File: config.mk
export PLATFORM = sky130hd
export DESIGN_NAME = cms_queue
export DESIGN_NICKNAME = d
export VERILOG_FILES = /design/src/count_min_sketch_defines.svh /design/src/cms_pkg.sv /design/src/cms_queue.sv
export SDC_FILE = /design/constraint.sdc
export NUM_CORES = 1
export LEC_CHECK = 0
export ABC_CLOCK_PERIOD_IN_PS = 7200
export BUFFER_PORTS_ARGS = -buffer_cell sky130_fd_sc_hd__clkbuf_2
export CORE_MARGIN = 2
export CORE_UTILIZATION = 45
export DETAILED_ROUTE_END_ITERATION = 10
export PLACE_DENSITY_LB_ADDON = 0.15
export SYNTH_ARGS = -nofsm -noshare
export SYNTH_HDL_FRONTEND = slang
export SYNTH_SLANG_ARGS = --single-unit
File: constraint.sdc
create_clock -name clk -period 7.2 [get_ports clk]
set_input_delay 0.72 -clock clk [delete_from_list [all_inputs] [get_ports clk]]
set_output_delay 0.72 -clock clk [all_outputs]
set_load 0.02 [all_outputs]
File: src/count_min_sketch_defines.svh
// assertion macros shared by the sketch rtl
`ifndef COUNT_MIN_SKETCH_DEFINES_SVH
`define COUNT_MIN_SKETCH_DEFINES_SVH

// antecedent holds, consequent in the same cycle
`define CMS_ASSERT_IMP(label, clk, rst_n, ante, cons, msg) \
	label: assert property (@(posedge clk) disable iff (!rst_n) (ante) |-> (cons)) else $error(msg);

// antecedent holds, consequent in the next cycle
`define CMS_ASSERT_NXT(label, clk, rst_n, ante, cons, msg) \
	label: assert property (@(posedge clk) disable iff (!rst_n) (ante) |=> (cons)) else $error(msg);

// condition never seen
`define CMS_ASSERT_NEVER(label, clk, rst_n, cond, msg) \
	label: assert property (@(posedge clk) disable iff (!rst_n) !(cond)) else $error(msg);

`endif

File: src/cms_pkg.sv
`default_nettype none

package cms_pkg;

	localparam int HASH_W      = 64;
	localparam int CNT_W       = 32;
	localparam int MULT_W      = 10;
	localparam int ADD_W       = 20;
	localparam int REG_ROWS    = 4;
	localparam int CFG_IDX_W   = 4;
	localparam int CFG_DATA_W  = 20;
	localparam int DEF_ROWS    = 4;
	localparam int DEF_COLUMNS = 1024;
	localparam int FOLD_STEPS  = 4;
	localparam int MOD_STEPS   = FOLD_STEPS + 3;
	localparam int QUEUE_DEPTH = 2;

	localparam logic [CNT_W-1:0] CNT_MAX = '1;

	localparam logic [REG_ROWS-1:0][MULT_W-1:0] MULT_RESET = {10'd7, 10'd5, 10'd3, 10'd1};
	localparam logic [REG_ROWS-1:0][ADD_W-1:0]  ADD_RESET  = {20'd47, 20'd23, 20'd11, 20'd0};

	localparam logic REQ_UPDATE = 1'b0;
	localparam logic REQ_QUERY  = 1'b1;

	typedef enum logic [CFG_IDX_W-1:0] {
		REG_MULT_0 = 4'd0,
		REG_MULT_1 = 4'd1,
		REG_MULT_2 = 4'd2,
		REG_MULT_3 = 4'd3,
		REG_ADD_0  = 4'd4,
		REG_ADD_1  = 4'd5,
		REG_ADD_2  = 4'd6,
		REG_ADD_3  = 4'd7
	} cfg_reg_t;

	typedef enum logic [2:0] {
		F_IDLE,
		F_MUL,
		F_ADD,
		F_MOD,
		F_PUSH
	} front_state_t;

	typedef struct packed {
		logic full;
		logic empty;
	} queue_flags_t;

	typedef logic [REG_ROWS-1:0][MULT_W-1:0] mult_bank_t;
	typedef logic [REG_ROWS-1:0][ADD_W-1:0]  add_bank_t;

endpackage

`default_nettype wire

File: src/cms_queue.sv
`default_nettype none

module cms_queue
	import cms_pkg::*;
#(
	parameter int WIDTH = 41
) (
	input  wire logic             clk,
	input  wire logic             arst_n,
	input  wire logic             push,
	input  wire logic [WIDTH-1:0] push_data,
	input  wire logic             pop,
	output logic      [WIDTH-1:0] pop_data,
	output queue_flags_t          flags
);

	localparam int PTR_W = (QUEUE_DEPTH > 1) ? $clog2(QUEUE_DEPTH) : 1;
	localparam int CNT_QW = $clog2(QUEUE_DEPTH + 1);

	logic [WIDTH-1:0]  ent_q [QUEUE_DEPTH];
	logic [PTR_W-1:0]  wr_ptr_q;
	logic [PTR_W-1:0]  rd_ptr_q;
	logic [CNT_QW-1:0] count_q;
	logic              do_push;
	logic              do_pop;

	assign flags.full  = (count_q == CNT_QW'(QUEUE_DEPTH));
	assign flags.empty = (count_q == '0);
	assign do_push     = push && !flags.full;
	assign do_pop      = pop && !flags.empty;
	assign pop_data    = ent_q[rd_ptr_q];

	always_ff @(posedge clk or negedge arst_n) begin
		if (!arst_n) begin
			wr_ptr_q <= '0;
			rd_ptr_q <= '0;
			count_q  <= '0;
		end else begin
			if (do_push) begin
				wr_ptr_q <= (wr_ptr_q == PTR_W'(QUEUE_DEPTH - 1)) ? '0 : wr_ptr_q + 1'b1;
			end
			if (do_pop) begin
				rd_ptr_q <= (rd_ptr_q == PTR_W'(QUEUE_DEPTH - 1)) ? '0 : rd_ptr_q + 1'b1;
			end
			if (do_push && !do_pop) begin
				count_q <= count_q + 1'b1;
			end else if (do_pop && !do_push) begin
				count_q <= count_q - 1'b1;
			end
		end
	end

	always_ff @(posedge clk) begin
		if (do_push) begin
			ent_q[wr_ptr_q] <= push_data;
		end
	end

endmodule

`default_nettype wire

=== Word level (Yosys, flattened, before mapping) ===
Memories as Yosys holds them, arrays and structs flattened.
Index checks and enable logic that the tools add are counted.

* Bits in registers: 4
* RAM bits: 82
* Input port bits: 45
* Output and inout port bits: 43
* Memories: 1

{| class="wikitable"
|+ Memories
! memory !! depth !! width !! read ports !! clocked after memory_dff !! write ports !! line !! text
|-
| ent_q || 2 || 41 || 1 || 0 || 1 || cms_queue.sv:20 || <nowiki>logic [WIDTH-1:0] ent_q [QUEUE_DEPTH];</nowiki>
|}

* Add/subtract/negate cells: 4
* Eq/ne operators: 1
* Mux-type cells: 6
* Reductions and logical operators: 10

{| class="wikitable"
|+ Operator list
! cell !! count
|-
| $logic_and A1 B1 Y1 || 4
|-
| $logic_not A1 Y1 || 4
|-
| $mux W1 || 4
|-
| $mux W2 || 2
|-
| $add A1 B1 Y1 const B || 2
|-
| $add A2 B1 Y2 const B || 1
|-
| $eq A2 B2 Y1 const B || 1
|-
| $logic_not A2 Y1 || 1
|-
| $reduce_bool A2 Y1 || 1
|-
| $sub A2 B1 Y2 const B || 1
|}

=== Longest topological paths before layout ===
* Depth after elaboration: 7
* Mapped depth: 7
* Gate-level depth less buffers: 7

=== Worst setup path after synthesis ===
No wires, ideal clock.

* Path kind: in2reg
* Start point: in push
* End point: mem ent_q[0][0], enable pin
* Setup time: 0.439 ns
* Arrival time: 2.535 ns
* Required time: 6.761 ns
* Slack: 4.226 ns
* Cell stages on the path: 2
* Cell sequence: nand2_1 nor2_1

* Cells in the longest elaborated chain, start to end: 3

{| class="wikitable"
|+ RTL lines
! element !! line !! text
|-
| from (decl) || cms_queue.sv:10 || <nowiki>input wire logic push,</nowiki>
|-
| $logic_and A1 B1 Y1 || cms_queue.sv:29 || <nowiki>assign do_push = push && !flags.full;</nowiki>
|-
| $mux W1 || cms_queue.sv:54 || <nowiki>if (do_push) begin</nowiki>
|-
| $mux W1 (implied by the code) || cms_queue.sv:55 || <nowiki>ent_q[wr_ptr_q] <= push_data;</nowiki>
|-
| to (decl) || cms_queue.sv:20 ||
|}

No other way between the ends.

=== Worst setup path in the final report ===
* Start point: reg rd_ptr_q
* End point: out pop_data[10]

* Cells in the longest elaborated chain, start to end: 1

{| class="wikitable"
|+ RTL lines
! element !! line !! text
|-
| from (decl) || cms_queue.sv:22 || <nowiki>logic [PTR_W-1:0] rd_ptr_q;</nowiki>
|-
| from (signal assigned) || cms_queue.sv:43 || <nowiki>rd_ptr_q <= (rd_ptr_q == PTR_W'(QUEUE_DEPTH - 1)) ? '0 : rd_ptr_q + 1'b1;</nowiki>
|-
| $mem_v2 Z2 W41 || n/a ||
|-
| to (decl) || cms_queue.sv:13 || <nowiki>output logic [WIDTH-1:0] pop_data,</nowiki>
|}

No other way between the ends.

==> flow_summary_export.csv <==
group,metric,value,unit
run_status,status,"finished, final reports clean",
final_layout,area_delta_synth_final,21.76,%
sta,max_freq,360.0,MHz
min_path,hold_path_class,"in2async",
routing,routedWlPerCell,15.03,um
yosys,avgSynthCellArea,22.85,um^2
floorplanning,initial_core_util,46.30,%
yosys,ys_seq_area_share,76.30,%
routing,vias,1581,
final_layout,regArea,2564,um^2
yosys,synth.cell_area,3358,um^2
clocking,cts_tree,"done",
grt,antenna_found_initial,0,
place,globalplace.congestion,0.6769,
floorplanning,rows,31,
power_and_ir_drop,power.density,426.0,nW/um^2
final_layout,fin_nets,288,
worst_setup_path,worstPathArrival,2.06,ns
power_and_ir_drop,p_leak,0.001676,uW
routing,routed_wl,5.201,mm
job,maxCapViolCount,0,
final_layout,drive_above_1_share,59.92,%
sta,hold_viol,0,
yosys,synthTopCellsByArea,"edfxtp_1 73%, mux2_4 17%, dfrtp_1 3.0%",
place,io_buffers,87,
yosys,synth_compound_area_share,0.1490,%
yosys,ys.flop_type,"edfxtp_1",
yosys,synthAdderAreaFrac,0.3726,%
yosys,synthCells,147,
yosys,synth-xor-area-share,1.304,%
power_and_ir_drop,total_power,1742,uW
clocking,cts_inserted_buffers,9,
final_layout,antenna_cells,0,
sta,max_slew_margin,33.31,%
clocking,cts_sinks,86,
final_layout,n_fill_cell,583,
routing,first_iter_violations,97,
worst_setup_path,critical_path_class,"reg2out",
clocking,ctsResizeCount,0,
place,hpwl,3.400,mm
clocking,clockBufferDepth,2,
floorplanning,fp.dieArea,8169,um^2
grt,grt_max_degree,42,
yosys,yosys_warnings,0,
sta,min_period,2.778,ns
clocking,htreeDepth,3,
floorplanning,fp.coreArea,7253,um^2
worst_setup_path,cp-end-kind,"output port",
clocking,cts_hold_buf,0,
routing,first_pass_iters,5,
yosys,async_flop_share,4.651,%
clocking,clock_latency,0.33,ns
floorplanning,fp.dieH,90.39,um
yosys,synth_top_cells_by_count,"82 x edfxtp_1, 39 x mux2_4, 4 x buf_12, 4 x dfrtp_1",
worst_setup_path,critPathSlowestCell,"dfrtp_2",
yosys,synth.top_cell.area_share,73.32,%
clocking,clk_pin_slew_worst_paths,0.08,ns
yosys,synth_top_area_cell,"edfxtp_1",
final_layout,multiInputGateArea,705.7,um^2
yosys,synth-edff-count,82,
routing,routed_via_density,4.569,
grt,grt_pass1_vias,1581,
grt,track_usage,13.12,%
floorplanning,die_w,90.39,um
clocking,cts_setup_buffers,0,
worst_setup_path,crit_family,"buffers and inverters",
worst_setup_path,critical_path_buf_inv_count,2,
clocking,cts-root-buf,"clkbuf_8",
routing,ant_nets,0,
routing,drc_errors,0,
final_layout,fin_util,56.37,%
sta,whs,0.1809,ns
worst_setup_path,crit_chain,"buf_4 -> mux2_4 -> clkbuf_2",
yosys,synth_mux_area_share,18.11,%
worst_setup_path,cp-start-kind,"flop",
sta,slew_violations,0,
yosys,synth_fp_nets,193,
grt,grt_pass1_wl,7.928,mm
grt,grt_overflow,0,
worst_setup_path,path_max_fanout,27,
yosys,synth-seq-cells,86,
sta,rsz0062_at_grt,"false",
power_and_ir_drop,peakVddDrop,168.2,uV
sta,clock_skew,0.004918,ns
yosys,synth_most_common_cell,"edfxtp_1",
sta,setup_viol,0,
yosys,yosysUniqueCellTypes,15,
worst_setup_path,worstPathRequired,6.48,ns
yosys,synth_top_family_by_area,"multiplexers",
floorplanning,io_pins,88,
sta,fin_crit_sh,38.58,%
sta,tightest_slew,1.000,ns
worst_setup_path,max_stage_delay,0.68,ns
yosys,synthSimpleGateAreaFrac,0.8197,%
sta,setup_tns,0,ns
## area by class of cell
cell class	instances	area share, %
multi-input cells	54	17.26
well taps	99	3.029
inverters	2	0.1836
clock inverters	6	2.693
clock buffers	10	3.121
repair buffers	89	11.02
flip-flops and latches	86	62.70
## sequential cells by signal (all words and copies together) (netlist names)
register and count:
count_q 2, rd_ptr_q 1, ent_q 82, wr_ptr_q 1
## power by group
group	switching (uW)	internal (uW)	leakage [uW]
combinational	333	274	0.000756
clock	160	230	0.000112
sequential	57.8	687	0.000807
total	551	1190	0.00168
## worst register-to-register path, delay by kind of cell (launching register included)
family,cells,cell delay [ns]
and+or+nand+nor,2,1.04
DFF,1,0.44
## cells by family after synthesis
kind of cell	count (synthesis)
xor gates and xnor gates	5
adders and majority gates	1
buffers and inverters	7
muxes	41
DFF	86
AOI/OAI and AO/OA	1
and+or+nand+nor	6
## layout by cell type, fill, tap and decap left out, drive strengths merged
cell      instances
and3              1
ha                1
nand2b            1
bufinv            3
buf               2
inv               2
clkinv            1
o21ai             1
edfxtp           82
clkbuf           97
xnor2             3
clkinvlp          2
nand2             1
mux2             41
nor2              3
xor2              2
dfrtp             4
## stage by stage
| step | setup slack (ns) | std cells | cell area (um^2) |
|---|---|---|---|
| 2_1_floorplan | 4.226 | 147 | 3358 |
| 3_3_place_gp | 4.738 | 330 | 3851 |
| 3_5_place_dp | 4.734 | 330 | 3851 |
| 4_1_cts | 4.352 | 346 | 4089 |
| 5_1_grt | 4.301 | 346 | 4089 |
| 6_report | 4.422 | 346 | 4089 |
## path summary, 6_finish.rpt
kind / start / to / slack, ns / depth (start not counted)
max: rd_ptr_q$_DFFE_PN0P_ / pop_data[10] / 4.42 / 3
min: arst_n / count_q[1]$_DFFE_PN0P_ / 0.18 / 1
max reg2reg: count_q[0]$_DFFE_PN0P_ / ent_q[1][5]$_DFFE_PP_ / 5.34 / 2
min reg2reg: count_q[1]$_DFFE_PN0P_ / count_q[1]$_DFFE_PN0P_ / 0.52 / 1
max in group asynchronous: arst_n / rd_ptr_q$_DFFE_PN0P_ / 6.88 / 1
min in group clk: count_q[1]$_DFFE_PN0P_ / count_q[1]$_DFFE_PN0P_ / 0.52 / 1
## metal layers
metal  track usage, %  share of wire [%]
met4            5.385                1.1
met5                0                  0
met2            20.24                 48
met1            16.62                 44
met3            5.259                6.7
(Power assumes the default switching activity.)
